<file path="src/rtl/lpht_pkg.sv">
package lpht_pkg;

   localparam int SLOTS     = 64;
   localparam int IDX_W     = $clog2(SLOTS);
   localparam int LEN_W     = $clog2(SLOTS + 1);
   localparam int KEY_W     = 32;
   localparam int VAL_W     = 32;
   localparam int OP_W      = 2;
   localparam int STATUS_W  = 3;
   localparam int MARK_W    = 2;
   localparam int LEN_RESET = 53;

   localparam logic [OP_W-1:0] OP_INSERT = 2'd0;
   localparam logic [OP_W-1:0] OP_REMOVE = 2'd1;
   localparam logic [OP_W-1:0] OP_FIND   = 2'd2;

   localparam logic [MARK_W-1:0] MARK_EMPTY   = 2'd0;
   localparam logic [MARK_W-1:0] MARK_USED    = 2'd1;
   localparam logic [MARK_W-1:0] MARK_DELETED = 2'd2;

   localparam logic [STATUS_W-1:0] ST_INSERTED = 3'd0;
   localparam logic [STATUS_W-1:0] ST_PRESENT  = 3'd1;
   localparam logic [STATUS_W-1:0] ST_FULL     = 3'd2;
   localparam logic [STATUS_W-1:0] ST_HIT      = 3'd3;
   localparam logic [STATUS_W-1:0] ST_MISS     = 3'd4;

   typedef struct packed {
      logic [MARK_W-1:0] mark;
      logic [KEY_W-1:0]  key;
      logic [VAL_W-1:0]  value;
   } entry_type;

endpackage

</file>
<file path="src/rtl/lpht_req_if.sv">
interface lpht_req_if;
   logic                      valid;
   logic                      ready;
   logic [lpht_pkg::OP_W-1:0]  op;
   logic [lpht_pkg::KEY_W-1:0] key;
   logic [lpht_pkg::VAL_W-1:0] value;

   modport source (output valid, output op, output key, output value, input ready);
   modport sink   (input valid, input op, input key, input value, output ready);
endinterface

</file>
<file path="src/rtl/lpht_rsp_if.sv">
interface lpht_rsp_if;
   logic                          valid;
   logic                          ready;
   logic [lpht_pkg::STATUS_W-1:0] status;
   logic [lpht_pkg::VAL_W-1:0]    found_value;
   logic [lpht_pkg::LEN_W-1:0]    live_count;

   modport source (output valid, output status, output found_value, output live_count,
                   input ready);
   modport sink   (input valid, input status, input found_value, input live_count,
                   output ready);
endinterface

</file>
<file path="src/rtl/linear_probe_hash_table.sv">
// Key/value table with open addressing and linear probing.
// req_chan carries one item (op, key, value); op 0 inserts, 1 removes,
// 2 finds, 3 does nothing. rsp_chan returns one item per request with
// status, found_value and live_count. Both are valid/ready channels.
// csr_write_en/csr_write_data set the table length (slots probed and the
// modulus for the home slot); write it only while the block is idle.
// A length of 0 acts as 1 and one above 64 acts as 64.
// One item at a time. The home slot comes from a bit-serial remainder
// unit, then the walk reads the slot memory one slot a cycle, through a
// registered read, for k slots (1 to table length). A new item is
// accepted only after the last one has committed its result.
// The result sits in an output register; the next item is accepted while
// it waits, and the block holds its commit step while rsp_chan stalls.
// Reset (synchronous) clears every slot to empty through per-slot valid
// bits, zeroes the live count and sets the length to 53. No clearing pass.
module linear_probe_hash_table (
   input  logic                          clock,
   input  logic                          reset,
   lpht_req_if.sink                      req_chan,
   lpht_rsp_if.source                    rsp_chan,
   input  logic                          csr_write_en,
   input  logic [lpht_pkg::LEN_W-1:0]    csr_write_data
);

   localparam int IW = lpht_pkg::IDX_W;
   localparam int LW = lpht_pkg::LEN_W;

   localparam logic [1:0] S_IDLE = 2'd0;
   localparam logic [1:0] S_DIV  = 2'd1;
   localparam logic [1:0] S_WALK = 2'd2;
   localparam logic [1:0] S_DONE = 2'd3;

   logic [1:0]                 state_ff, state_in;
   logic [LW-1:0]              len_ff;
   logic [LW-1:0]              len_eff;
   logic [lpht_pkg::OP_W-1:0]  op_ff;
   logic [lpht_pkg::KEY_W-1:0] key_ff;
   logic [lpht_pkg::VAL_W-1:0] value_ff;

   logic [IW-1:0]              rd_pos_ff, rd_pos_in;
   logic                       rd_issue_ff, rd_issue_in;
   logic [IW-1:0]              chk_pos_ff, chk_pos_in;
   logic [LW-1:0]              probe_cnt_ff, probe_cnt_in;
   logic                       free_vld_ff, free_vld_in;
   logic [IW-1:0]              free_pos_ff, free_pos_in;
   logic                       hit_ff, hit_in;
   logic [IW-1:0]              hit_pos_ff, hit_pos_in;
   logic [lpht_pkg::VAL_W-1:0] hit_value_ff, hit_value_in;
   logic [LW-1:0]              used_ff, used_in;

   lpht_pkg::entry_type        mem [lpht_pkg::SLOTS];
   lpht_pkg::entry_type        rd_entry_ff;
   logic                       rd_vbit_ff;
   logic [lpht_pkg::SLOTS-1:0] slot_vld_ff, slot_vld_in;
   logic                       wr_en;
   logic [IW-1:0]              wr_addr;
   lpht_pkg::entry_type        wr_data;

   logic                          rsp_valid_ff, rsp_valid_in;
   logic [lpht_pkg::STATUS_W-1:0] status_ff, status_in;
   logic [lpht_pkg::VAL_W-1:0]    fval_ff, fval_in;
   logic [LW-1:0]                 live_ff, live_in;

   logic                       accept;
   logic                       div_start;
   logic                       div_done;
   logic [IW-1:0]              div_rem;
   logic [lpht_pkg::MARK_W-1:0] seen_mark;
   logic                       walk_stop;
   logic [LW-1:0]              pos_inc;
   logic                       commit;

   always_comb begin
      if (len_ff == '0) begin
         len_eff = LW'(1);
      end else if (len_ff > LW'(lpht_pkg::SLOTS)) begin
         len_eff = LW'(lpht_pkg::SLOTS);
      end else begin
         len_eff = len_ff;
      end
   end

   assign accept    = req_chan.valid && req_chan.ready;
   assign div_start = accept && (req_chan.op == lpht_pkg::OP_INSERT ||
                                 req_chan.op == lpht_pkg::OP_REMOVE ||
                                 req_chan.op == lpht_pkg::OP_FIND);
   assign req_chan.ready = (state_ff == S_IDLE);

   lpht_mod u_mod (
      .clock     (clock),
      .reset     (reset),
      .start     (div_start),
      .dividend  (req_chan.key),
      .divisor   (len_eff),
      .done      (div_done),
      .remainder (div_rem)
   );

   assign seen_mark = rd_vbit_ff ? rd_entry_ff.mark : lpht_pkg::MARK_EMPTY;
   assign pos_inc   = {1'b0, rd_pos_ff} + 1'b1;
   assign commit    = (state_ff == S_DONE) && (!rsp_valid_ff || rsp_chan.ready);

   always_comb begin
      state_in     = state_ff;
      rd_pos_in    = rd_pos_ff;
      rd_issue_in  = 1'b0;
      chk_pos_in   = chk_pos_ff;
      probe_cnt_in = probe_cnt_ff;
      free_vld_in  = free_vld_ff;
      free_pos_in  = free_pos_ff;
      hit_in       = hit_ff;
      hit_pos_in   = hit_pos_ff;
      hit_value_in = hit_value_ff;
      walk_stop    = 1'b0;
      case (state_ff)
         S_IDLE: begin
            if (accept) begin
               state_in = div_start ? S_DIV : S_DONE;
               hit_in   = 1'b0;
               free_vld_in = 1'b0;
            end
         end
         S_DIV: begin
            if (div_done) begin
               state_in     = S_WALK;
               rd_pos_in    = div_rem;
               probe_cnt_in = '0;
            end
         end
         S_WALK: begin
            // reads run one slot ahead; a read past the stop is dropped
            if (rd_issue_ff) begin
               probe_cnt_in = probe_cnt_ff + 1'b1;
               if (seen_mark == lpht_pkg::MARK_USED) begin
                  if (rd_entry_ff.key == key_ff) begin
                     hit_in       = 1'b1;
                     hit_pos_in   = chk_pos_ff;
                     hit_value_in = rd_entry_ff.value;
                     walk_stop    = 1'b1;
                  end
               end else begin
                  if (!free_vld_ff) begin
                     free_vld_in = 1'b1;
                     free_pos_in = chk_pos_ff;
                  end
                  if (seen_mark == lpht_pkg::MARK_EMPTY) begin
                     walk_stop = 1'b1;
                  end
               end
               if (probe_cnt_in == len_eff) begin
                  walk_stop = 1'b1;
               end
            end
            if (walk_stop) begin
               state_in = S_DONE;
            end else begin
               rd_issue_in = 1'b1;
               chk_pos_in  = rd_pos_ff;
               rd_pos_in   = (pos_inc >= len_eff) ? '0 : pos_inc[IW-1:0];
            end
         end
         S_DONE: begin
            if (commit) begin
               state_in = S_IDLE;
            end
         end
         default: begin
            state_in = S_IDLE;
         end
      endcase
   end

   // result and write-back at commit
   always_comb begin
      status_in    = lpht_pkg::ST_MISS;
      fval_in      = '0;
      used_in      = used_ff;
      wr_en        = 1'b0;
      wr_addr      = hit_pos_ff;
      wr_data.mark  = lpht_pkg::MARK_DELETED;
      wr_data.key   = key_ff;
      wr_data.value = hit_value_ff;
      case (op_ff)
         lpht_pkg::OP_INSERT: begin
            if (hit_ff) begin
               status_in = lpht_pkg::ST_PRESENT;
            end else if (free_vld_ff) begin
               status_in     = lpht_pkg::ST_INSERTED;
               wr_en         = commit;
               wr_addr       = free_pos_ff;
               wr_data.mark  = lpht_pkg::MARK_USED;
               wr_data.value = value_ff;
               used_in       = used_ff + 1'b1;
            end else begin
               status_in = lpht_pkg::ST_FULL;
            end
         end
         lpht_pkg::OP_REMOVE: begin
            if (hit_ff) begin
               status_in = lpht_pkg::ST_HIT;
               wr_en     = commit;
               used_in   = used_ff - 1'b1;
            end
         end
         lpht_pkg::OP_FIND: begin
            if (hit_ff) begin
               status_in = lpht_pkg::ST_HIT;
               fval_in   = hit_value_ff;
            end
         end
         default: begin
            status_in = lpht_pkg::ST_MISS;
         end
      endcase
      slot_vld_in = slot_vld_ff;
      if (wr_en) begin
         slot_vld_in[wr_addr] = 1'b1;
      end
      live_in      = used_in;
      rsp_valid_in = commit || (rsp_valid_ff && !rsp_chan.ready);
   end

   always_ff @(posedge clock) begin
      if (reset) begin
         state_ff     <= S_IDLE;
         len_ff       <= LW'(lpht_pkg::LEN_RESET);
         used_ff      <= '0;
         slot_vld_ff  <= '0;
         rsp_valid_ff <= 1'b0;
         rd_issue_ff  <= 1'b0;
      end else begin
         state_ff     <= state_in;
         if (csr_write_en) begin
            len_ff <= csr_write_data;
         end
         if (commit) begin
            used_ff <= used_in;
         end
         slot_vld_ff  <= slot_vld_in;
         rsp_valid_ff <= rsp_valid_in;
         rd_issue_ff  <= rd_issue_in;
      end
      if (accept) begin
         op_ff    <= req_chan.op;
         key_ff   <= req_chan.key;
         value_ff <= req_chan.value;
      end
      rd_pos_ff    <= rd_pos_in;
      chk_pos_ff   <= chk_pos_in;
      probe_cnt_ff <= probe_cnt_in;
      free_vld_ff  <= free_vld_in;
      free_pos_ff  <= free_pos_in;
      hit_ff       <= hit_in;
      hit_pos_ff   <= hit_pos_in;
      hit_value_ff <= hit_value_in;
      if (commit) begin
         status_ff <= status_in;
         fval_ff   <= fval_in;
         live_ff   <= live_in;
      end
   end

   always_ff @(posedge clock) begin
      if (wr_en) begin
         mem[wr_addr] <= wr_data;
      end
      rd_entry_ff <= mem[rd_pos_ff];
      rd_vbit_ff  <= slot_vld_ff[rd_pos_ff];
   end

   assign rsp_chan.valid       = rsp_valid_ff;
   assign rsp_chan.status      = status_ff;
   assign rsp_chan.found_value = fval_ff;
   assign rsp_chan.live_count  = live_ff;

endmodule

</file>
<file path="src/rtl/lpht_mod.sv">
module lpht_mod (
   input  logic                       clock,
   input  logic                       reset,
   input  logic                       start,
   input  logic [lpht_pkg::KEY_W-1:0] dividend,
   input  logic [lpht_pkg::LEN_W-1:0] divisor,
   output logic                       done,
   output logic [lpht_pkg::IDX_W-1:0] remainder
);

   localparam int CNT_W = $clog2(lpht_pkg::KEY_W);

   logic                       busy_ff, busy_in;
   logic                       done_ff, done_in;
   logic [CNT_W-1:0]           cnt_ff, cnt_in;
   logic [lpht_pkg::KEY_W-1:0] dvd_ff, dvd_in;
   logic [lpht_pkg::IDX_W-1:0] rem_ff, rem_in;
   logic [lpht_pkg::LEN_W-1:0] dsr_ff, dsr_in;
   logic [lpht_pkg::LEN_W-1:0] shifted;
   logic [lpht_pkg::LEN_W-1:0] trial;

   // one quotient bit a cycle, remainder only
   always_comb begin
      shifted = {rem_ff, dvd_ff[lpht_pkg::KEY_W-1]};
      trial   = (shifted >= dsr_ff) ? shifted - dsr_ff : shifted;
      busy_in = busy_ff;
      done_in = 1'b0;
      cnt_in  = cnt_ff;
      dvd_in  = dvd_ff;
      rem_in  = rem_ff;
      dsr_in  = dsr_ff;
      if (start) begin
         busy_in = 1'b1;
         cnt_in  = '0;
         dvd_in  = dividend;
         rem_in  = '0;
         dsr_in  = divisor;
      end else if (busy_ff) begin
         dvd_in = {dvd_ff[lpht_pkg::KEY_W-2:0], 1'b0};
         rem_in = trial[lpht_pkg::IDX_W-1:0];
         cnt_in = cnt_ff + 1'b1;
         if (cnt_ff == CNT_W'(lpht_pkg::KEY_W - 1)) begin
            busy_in = 1'b0;
            done_in = 1'b1;
         end
      end
   end

   always_ff @(posedge clock) begin
      if (reset) begin
         busy_ff <= 1'b0;
         done_ff <= 1'b0;
         cnt_ff  <= '0;
      end else begin
         busy_ff <= busy_in;
         done_ff <= done_in;
         cnt_ff  <= cnt_in;
      end
      dvd_ff <= dvd_in;
      rem_ff <= rem_in;
      dsr_ff <= dsr_in;
   end

   assign done      = done_ff;
   assign remainder = rem_ff;

endmodule

</file>
<file path="src/flat_wrapper.sv">
// flat-port wrapper written by rule: the top's interface ports become plain ports
module linear_probe_hash_table_flat 
  (clock, reset, csr_write_en, csr_write_data, req_chan_valid, req_chan_op, req_chan_key, req_chan_value, req_chan_ready, rsp_chan_valid, rsp_chan_status, rsp_chan_found_value, rsp_chan_live_count, rsp_chan_ready);
  lpht_req_if req_chan_i ();
  lpht_rsp_if rsp_chan_i ();
  input  logic clock;
  input  logic reset;
  input  logic csr_write_en;
  input  logic [lpht_pkg::LEN_W-1:0] csr_write_data;
  input wire logic [$bits(req_chan_i.valid)-1:0] req_chan_valid;
  input wire logic [$bits(req_chan_i.op)-1:0] req_chan_op;
  input wire logic [$bits(req_chan_i.key)-1:0] req_chan_key;
  input wire logic [$bits(req_chan_i.value)-1:0] req_chan_value;
  output wire logic [$bits(req_chan_i.ready)-1:0] req_chan_ready;
  output wire logic [$bits(rsp_chan_i.valid)-1:0] rsp_chan_valid;
  output wire logic [$bits(rsp_chan_i.status)-1:0] rsp_chan_status;
  output wire logic [$bits(rsp_chan_i.found_value)-1:0] rsp_chan_found_value;
  output wire logic [$bits(rsp_chan_i.live_count)-1:0] rsp_chan_live_count;
  input wire logic [$bits(rsp_chan_i.ready)-1:0] rsp_chan_ready;
  assign req_chan_i.valid = req_chan_valid;
  assign req_chan_i.op = req_chan_op;
  assign req_chan_i.key = req_chan_key;
  assign req_chan_i.value = req_chan_value;
  assign req_chan_ready = req_chan_i.ready;
  assign rsp_chan_valid = rsp_chan_i.valid;
  assign rsp_chan_status = rsp_chan_i.status;
  assign rsp_chan_found_value = rsp_chan_i.found_value;
  assign rsp_chan_live_count = rsp_chan_i.live_count;
  assign rsp_chan_i.ready = rsp_chan_ready;
  linear_probe_hash_table u_core (.clock(clock), .reset(reset), .req_chan(req_chan_i), .rsp_chan(rsp_chan_i), .csr_write_en(csr_write_en), .csr_write_data(csr_write_data));
endmodule
</file>
<file path="config.mk">
export PLATFORM = sky130hd
export DESIGN_NAME = linear_probe_hash_table_flat
export DESIGN_NICKNAME = d
export VERILOG_FILES = /design/src/rtl/lpht_pkg.sv /design/src/rtl/lpht_req_if.sv /design/src/rtl/lpht_rsp_if.sv /design/src/rtl/linear_probe_hash_table.sv /design/src/rtl/lpht_mod.sv /design/src/flat_wrapper.sv
export SDC_FILE = /design/constraint.sdc
export NUM_CORES = 2
export LEC_CHECK = 0
export BUFFER_PORTS_ARGS = -buffer_cell sky130_fd_sc_hd__buf_2
export CAP_MARGIN = 20
export CORE_UTILIZATION = 35
export CTS_BUF_LIST = sky130_fd_sc_hd__clkbuf_8
export CTS_CLUSTER_DIAMETER = 80
export DETAILED_ROUTE_END_ITERATION = 7
export MAX_ROUTING_LAYER = met4
export PLACE_DENSITY = 0.58
export SLEW_MARGIN = 40
export SYNTH_ARGS = -nofsm -noshare
export SYNTH_HDL_FRONTEND = slang
export SYNTH_MEMORY_MAX_BITS = 65536
export SYNTH_SLANG_ARGS = --single-unit
</file>
<file path="constraint.sdc">
create_clock -name clock -period 4.9 [get_ports clock]
set_input_delay 0.49 -clock clock [delete_from_list [all_inputs] [get_ports clock]]
set_output_delay 0.49 -clock clock [all_outputs]
set_load 0.02 [all_outputs]
</file>
# ---- Word-level counts from Yosys, hierarchy flattened
# Memories as Yosys holds them, arrays and structs flattened. A register that Yosys moved wholly into a read port is not among the register bits.
# Cells that the tools add are included.
dict set report totals {
  register_bits 308
  latchBits 0
  ramBits 4224
  rom_bits 0
  inputBits 78
  out_inout_bits 44
  wordCells 163
  n_memories 1
}
# name depth width read_ports rd_ports_with_merged_regs wr line
set mem_list {}
lappend mem_list {u_core.mem 64 66 1 1 1 linear_probe_hash_table.sv:51} ;# lpht_pkg::entry_type mem [lpht_pkg::SLOTS];
dict set report classes {
  addsub 6
  mul 0
  n_div 0
  magnitude_cmp 6
  n_eq_ne 20
  shift 0
  muxes 65
  n_bitwise 6
  reduce_logical 32
}
# operator count
set ops {}
lappend ops {{two-way mux 32 bit} 5}
lappend ops {{OR 64 bit} 1}
lappend ops {{two-way mux 7 bit} 7}
lappend ops {{two-way mux 6 bit} 7}
lappend ops {{== test 32 bit} 1}
lappend ops {{one-hot mux 7 bit (2 select lines)} 2}
lappend ops {{two-way mux 1 bit} 24}
lappend ops {{two-way mux 2 bit} 10}
lappend ops {{AND reduction 4 bit} 4}
lappend ops {{adder 7 x 1 -> 7 bit, second input constant} 2}
lappend ops {{greater-or-equal comparator 7 bit} 2}
lappend ops {{less-than comparator 6 x 7 -> 1 bit, second input constant} 2}
lappend ops {{one-hot mux 6 bit (2 select lines)} 1}
lappend ops {{inequality test 2 x 1 -> 1 bit, second input constant} 5}
lappend ops {{== test 2 x 1 -> 1 bit, second input constant} 4}
lappend ops {{== test 2 bit, second input constant} 4}
lappend ops {{logical NOT 2 bit} 4}
lappend ops {{inequality test 2 bit, second input constant} 4}
lappend ops {{one-hot mux 2 bit (4 select lines)} 1}
lappend ops {{adder 6 x 1 -> 7 bit, second input constant} 1}
lappend ops {{== test 7 bit} 1}
lappend ops {{> comparator 7 bit, second input constant} 1}
lappend ops {{logical NOT 7 bit} 1}
lappend ops {{subtractor 7 x 1 -> 7 bit, second input constant} 1}
lappend ops {{19 further kinds} 40}

# ---- Logic depth before layout (Yosys ltp)
dict set report depth {
  word_depth 9
  depth_mapped 14
  mapped_depth_nobuf 11
}

# ---- Cells and area by module
# Synthesis repeated with hierarchy kept, for this count alone.
dict set report unflattened {
  cells_unflattened 8065
  area_unflattened_um2 175433.3
}
# module n_inst cells_each area_per_inst_um2 seq_area_each_um2
set modules_own_cells {}
lappend modules_own_cells {linear_probe_hash_table 1 7883 172985.9 135019.5}
lappend modules_own_cells {lpht_mod 1 182 2447.3 1431.4}

# ---- Least setup slack after synthesis
# No wires, ideal clock.
dict set report synth_path {
  path_kind {input port to flip-flop}
  from {input rsp_chan_ready}
  to {memory u_core.mem[32][0] (netlist name) (enable)}
  setup_ps 492
  arrival_time_ps 4649
  t_required_ps 4408
  slack_ps -241
  stages 7
  n_path_buf 1
  path_cell_list {nor2b_1 -> nand2b_1 -> clkbuf_1 -> inv_2 -> o21a_1 -> nand2_1 -> nor2_1}
}
dict set report synth_between {
  elab_chain_cells 7
  elab_cells_between_ends 8
  classes_between {mux: 6; reduce/logical: 2}
}
# item line
set synth_lines {}
lappend synth_lines {{from (decl)} flat_wrapper.sv:19} ;# input wire logic [$bits(rsp_chan_i.ready)-1:0] rsp_chan_ready;
lappend synth_lines {{logical OR 1 bit (*)} linear_probe_hash_table.sv:101} ;# assign commit = (state_ff == S_DONE) && (!rsp_valid_ff || rsp_chan.ready);
lappend synth_lines {{logical AND 1 bit (*)} linear_probe_hash_table.sv:101}
lappend synth_lines {{named net u_core.commit} linear_probe_hash_table.sv:71} ;# logic commit;
lappend synth_lines {{two-way mux 1 bit} linear_probe_hash_table.sv:187} ;# end else if (free_vld_ff) begin
lappend synth_lines {{two-way mux 1 bit} linear_probe_hash_table.sv:185} ;# if (hit_ff) begin
lappend synth_lines {{one-hot mux 1 bit (2 select lines) (*)} linear_probe_hash_table.sv:183} ;# case (op_ff)
lappend synth_lines {{two-way mux 1 bit (*)} linear_probe_hash_table.sv:264} ;# if (wr_en) begin
lappend synth_lines {{two-way mux 1 bit (implied by the code) (*)} linear_probe_hash_table.sv:265} ;# mem[wr_addr] <= wr_data;
lappend synth_lines {{to (decl)} linear_probe_hash_table.sv:51}
# Mark *: on every way through the listed nets, which the timed path passes. The rest lies on a longest branch.

# ---- Worst setup path after layout
dict set report layout_path {
  from {register u_core.op_ff[1] (netlist name)}
  to {memory u_core.mem[38][44] (netlist name) (enable)}
}
dict set report layout_between {
  elab_chain_cells 4
  elab_cells_between_ends 6
  classes_between {eq/ne: 1; mux: 4; reduce/logical: 1}
}
# item line
set layout_lines {}
lappend layout_lines {{from (decl)} linear_probe_hash_table.sv:36} ;# logic [lpht_pkg::OP_W-1:0] op_ff;
lappend layout_lines {{from (signal assigned)} linear_probe_hash_table.sv:244} ;# op_ff <= req_chan.op;
lappend layout_lines {{== test 2 x 1 -> 1 bit or logical NOT 2 bit (tied branches)} linear_probe_hash_table.sv:183}
lappend layout_lines {{one-hot mux 1 bit (2 select lines)} linear_probe_hash_table.sv:183}
lappend layout_lines {{two-way mux 1 bit} linear_probe_hash_table.sv:264}
lappend layout_lines {{two-way mux 1 bit (implied by the code)} linear_probe_hash_table.sv:265}
# Parallel ways exist; a longest one is shown, timed or not.

==> run_summary.xml <==
<?xml version="1.0" encoding="UTF-8"?>
<metrics>
  <group name="synthesis">
    <metric name="yosys_register_bits" unit="">4598</metric>
    <metric name="cell_area_after_synthesis" unit="um2">174000</metric>
    <metric name="post_synth_net_total" unit="">7502</metric>
    <metric name="post_synth.cell_area_avg" unit="um2">23.6</metric>
    <metric name="netlist_instances" unit="">7395</metric>
    <metric name="synth.lib_cells_used.distinct" unit="">59</metric>
    <metric name="asyncSetResetFlopFracSynth" unit="%">0</metric>
    <metric name="synth_enable_flop_cells" unit="">4436</metric>
    <metric name="synth-main-ff-cell" unit="">edfxtp_1</metric>
    <metric name="ys_warnings" unit="">0</metric>
    <metric name="yosysSeqAreaShare" unit="%">78.3</metric>
  </group>
  <group name="clock_network">
    <metric name="postCtsResizedCells" unit="">0</metric>
    <metric name="postCtsSetupBuffers" unit="">0</metric>
    <metric name="cts-root-buf" unit="">clkbuf_8</metric>
    <metric name="clock_pin_slew_on_the_worst_setup_and_hold_paths" unit="ns">0.06</metric>
    <metric name="clk_latency" unit="ns">1.28</metric>
    <metric name="htreeDepth" unit="">6</metric>
    <metric name="cts_tree" unit="">done</metric>
    <metric name="cts-root-to-sink-buffers" unit="">4</metric>
    <metric name="cts_buffers" unit="">728</metric>
    <metric name="clock_sink_count" unit="">4598</metric>
  </group>
  <group name="routing">
    <metric name="final_antenna_net_count" unit="">0</metric>
    <metric name="vias" unit="">86500</metric>
    <metric name="drt-pass1-iter-count" unit="">6</metric>
    <metric name="initialDrtViolationCount" unit="">11400</metric>
    <metric name="drc_violation_count_after_routing" unit="">0</metric>
    <metric name="routed_wirelength" unit="um">508000</metric>
    <metric name="detail_route.wl_per_cell" unit="um">32.5</metric>
    <metric name="avgViaCountPerCell" unit="">5.53</metric>
  </group>
  <group name="pwr">
    <metric name="powerDensity" unit="nW/um2">511</metric>
    <metric name="power_leakage" unit="nW">64.1</metric>
    <metric name="totalPowerFinal" unit="mW">103</metric>
    <metric name="vdd_drop_max" unit="mV">0.367</metric>
  </group>
  <group name="floorplan">
    <metric name="die_area" unit="um2">501000</metric>
    <metric name="floorplan.rows" unit="">258</metric>
    <metric name="core_area" unit="um2">495000</metric>
    <metric name="die_width" unit="um">708</metric>
    <metric name="num_io_pins" unit="">122</metric>
    <metric name="initial_utilization" unit="%">35.2</metric>
    <metric name="chipHeight" unit="um">708</metric>
  </group>
  <group name="grt">
    <metric name="largest_net_degree_at_the_start_of_global_routing" unit="">94</metric>
    <metric name="antenna_found_initial" unit="">16</metric>
    <metric name="globalRouteOverflowTotal" unit="">0</metric>
    <metric name="grt_util_met2" unit="%">32.5</metric>
    <metric name="grt.met3_usage" unit="%">3.36</metric>
    <metric name="grt.total_usage" unit="%">20.5</metric>
    <metric name="via_count_of_the_first_global_routing_pass" unit="">87500</metric>
    <metric name="top_usage_layer_grt" unit="">met2</metric>
    <metric name="grt_use_met1" unit="%">27.7</metric>
    <metric name="grt_first_pass_wirelength" unit="um">700000</metric>
  </group>
  <group name="critical_path">
    <metric name="timing.critical_path.fanout_max" unit="">30</metric>
    <metric name="setup.worst_path.start" unit="">u_core.op_ff[1]</metric>
    <metric name="critical_path_class" unit="">reg -&gt; reg</metric>
    <metric name="critical_path.startpoint_type" unit="">register</metric>
    <metric name="r2r_setup_slk" unit="ns">0.23</metric>
    <metric name="reg2reg_to" unit="">u_core.mem[38][44]</metric>
    <metric name="critPathCaptureType" unit="">register</metric>
    <metric name="r2r_cells" unit="">8</metric>
    <metric name="critPathCapture" unit="">u_core.mem[38][44]</metric>
    <metric name="regToRegStartpoint" unit="">u_core.op_ff[1]</metric>
    <metric name="critical_path_arrival" unit="ns">5.54</metric>
    <metric name="critPathRequiredTime" unit="ns">5.77</metric>
  </group>
  <group name="timing">
    <metric name="fin_skew" unit="ns">0.0794</metric>
    <metric name="post-route-period-util" unit="%">95.4</metric>
    <metric name="post_route_setup_tns" unit="ns">0</metric>
    <metric name="worst_slack" unit="ns">0.228</metric>
    <metric name="setup_viol" unit="">0</metric>
    <metric name="timing.hold.ws" unit="ns">0.127</metric>
    <metric name="rsz_0062_raised_after_global_routing" unit="">false</metric>
    <metric name="relSlewSlack" unit="%">40.9</metric>
    <metric name="finalMaxSlewViolations" unit="">0</metric>
    <metric name="max_slew.worst_pin.slew" unit="ns">0.885</metric>
    <metric name="timing.final.hold_violations" unit="">0</metric>
    <metric name="max_freq" unit="MHz">214</metric>
    <metric name="finalWorstPathRequiredPeriod" unit="ns">4.67</metric>
  </group>
  <group name="finish">
    <metric name="area_grow_syn2layout" unit="%">16.0</metric>
    <metric name="final_layout_size_suffix_gt1_share" unit="%">31.3</metric>
    <metric name="finish.cell_count_without_fillers" unit="">15600</metric>
    <metric name="final_net_count" unit="">8513</metric>
  </group>
  <group name="placed_design">
    <metric name="dp_cells" unit="">14100</metric>
    <metric name="port_buffers" unit="">121</metric>
    <metric name="dp.final_hpwl" unit="um">268000</metric>
    <metric name="gp_weighted_congestion" unit="">0.793</metric>
    <metric name="dpl_worst_slack" unit="ns">0.415</metric>
  </group>
  <group name="flow_run">
    <metric name="cap_viol_max_count" unit="">0</metric>
  </group>
  <group name="status">
    <metric name="status" unit="">finished, final reports clean</metric>
  </group>
  <group name="hold_path">
    <metric name="timing.hold.worst.class" unit="">in -&gt; reg</metric>
  </group>
</metrics>
## placed cells by master, fill, tap and decap left out, types with 7 or more instances in the layout
master | Yosys | routed
edfxtp_1 | 4436 | 4436
mux4_2 | 1321 | 1321
clkbuf_8 | 0 | 766
inv_1 | 42 | 303
nand2_1 | 279 | 276
buf_4 | 15 | 212
dlygate4sd3_1 | 0 | 162
dfxtp_1 | 162 | 162
buf_12 | 0 | 158
clkinv_1 | 1 | 156
mux2i_1 | 132 | 132
buf_2 | 82 | 121
nor2_1 | 154 | 90
clkinv_2 | 0 | 68
o21a_1 | 66 | 66
nor2_4 | 0 | 64
a21oi_1 | 54 | 54
o21ai_0 | 49 | 49
o22ai_1 | 38 | 38
and3_1 | 38 | 37
o221ai_1 | 30 | 30
ha_1 | 28 | 26
xnor2_1 | 25 | 25
xor2_1 | 26 | 23
nand3_1 | 18 | 18
nor3_1 | 18 | 17
inv_8 | 0 | 16
diode_2 | 0 | 14
bufinv_16 | 0 | 11
inv_12 | 0 | 10
inv_6 | 0 | 10
clkinv_8 | 0 | 9
clkinvlp_4 | 0 | 9
nand2b_1 | 11 | 8
nand3b_1 | 8 | 8
buf_6 | 2 | 8
nor2b_1 | 7 | 7
## cell type report
class / instances / area, um2
antenna: 14 / 35.0
inverter: 44 / 171
timing repair buffer: 663 / 7110
fill: 42800 / 293000
sequential: 4598 / 136000
multi-input combinational: 2371 / 36700
clock buffer: 766 / 10500
clock inverter: 553 / 2900
tap: 6630 / 8300
## power breakdown
group	switching [mW]	total [mW]	internal [mW]	leakage (nW)
Combinational	14.5	27.2	12.6	14.9
Sequential	0.589	45.6	45.0	41.3
Clock	15.4	30.5	15.2	7.86
Total	30.5	103	72.8	64.1
## how the worst min path moves through the flow
stage	startpoint	endpoint	slack (ns)	depth (start not counted)
floorplan	u_core.rd_entry_ff[0]	u_core.hit_value_ff[0]	0.39	0
global placement	u_core.rd_entry_ff[3]	u_core.hit_value_ff[3]	0.39	0
detailed placement	u_core.rd_entry_ff[21]	u_core.hit_value_ff[21]	0.39	0
CTS	req_chan_key[22]	u_core.u_mod.dvd_ff[22]	0.0005	4
global route	req_chan_key[26]	u_core.key_ff[26]	0.05	2
finish	req_chan_key[22]	u_core.u_mod.dvd_ff[22]	0.13	4
## synth_stat cells (2+ instances only)
library cell,number,area (um2)
inv_1,42,158
and3_1,38,238
a221oi_1,2,17.5
dfxtp_1,162,3240
nor2_1,154,578
and2_1,7,43.8
nor3_1,18,90.1
or4_1,3,22.5
nor2b_1,7,43.8
nor4_1,5,31.3
nand4_1,4,25.0
o21a_1,66,495
xnor2_1,25,219
or2_2,2,12.5
a31oi_1,5,31.3
or3_1,4,25.0
clkbuf_1,209,785
nand2b_1,11,68.8
nand3_1,18,90.1
buf_6,2,22.5
buf_1,74,278
ha_1,28,350
o211ai_1,5,37.5
a211oi_1,4,30.0
nand4b_1,3,26.3
o221ai_1,30,263
xor2_1,26,228
buf_4,15,113
a21oi_1,54,270
a21o_1,3,22.5
a22o_1,2,17.5
o22ai_1,38,238
nand3b_1,8,60.1
nand2_1,279,1050
mux4_2,1321,29800
buf_2,82,410
a22oi_1,2,15.0
a311oi_1,2,17.5
edfxtp_1,4436,133000
mux2i_1,132,1320
o21ai_0,49,245
## worst max-delay path, cell delays in order (launching register included)
cell and delay, ns:
edfxtp_1 0.47, inv_1 0.15, ha_1 0.50, nand2_4 0.11, buf_4 0.33, o22ai_1 0.74, nand2_1 0.73, nor2_4 0.71
buf_12 0.34
## cell families after synthesis
| group | Yosys count | share of synthesized area, % |
|---|---|---|
| buffers and inverters | 426 | 1.02 |
| AO/OA/AOI/OAI | 273 | 1.03 |
| adder cells (fa/ha/maj) | 29 | 0.212 |
| XOR/XNOR | 51 | 0.256 |
| AND/OR/NAND/NOR | 564 | 1.39 |
| multiplexers | 1454 | 17.8 |
| flip-flops | 4598 | 78.3 |
## state kept, by name (all words and copies together) (netlist names), 7 cells and up
name and cells:
u_core.key_ff 32, u_core.u_mod.dvd_ff 32, u_core.slot_vld_ff 64, u_core.probe_cnt_ff 7, u_core.mem 4224, u_core.rsp_chan.live_count 7, u_core.used_ff 7, u_core.rsp_chan.found_value 32
u_core.u_mod.dsr_ff 7, u_core.hit_value_ff 32, u_core.value_ff 32, u_core.rd_entry_ff 66, u_core.len_ff 7
## layer usage
| layer | share of wire, % | vias to the layer above |
|---|---|---|
| met1 | 41 | 47400 |
| met2 | 49 | 4658 |
| met3 | 8.3 | 767 |
| met5 | 0 | - |
| li1 | - | 33700 |
| met4 | 2.4 | 0 |
## per-stage QoR
stage | util [%] | cell area [um2]
2_1_floorplan | - | 174000
3_3_place_gp | 37.8 | 187000
3_5_place_dp | 37.8 | 187000
4_1_cts | 40.8 | 202000
5_1_grt | 40.9 | 202000
6_report | 40.9 | 202000
## timing repair
| action | 4_1_cts | 5_1_grt |
|---|---|---|
| setup endpoints to repair | 0 | 0 |
| hold buffers | 162 | 0 |
| hold endpoints to repair | 164 | 0 |
Note: power is estimated with default switching activity, not from simulation.
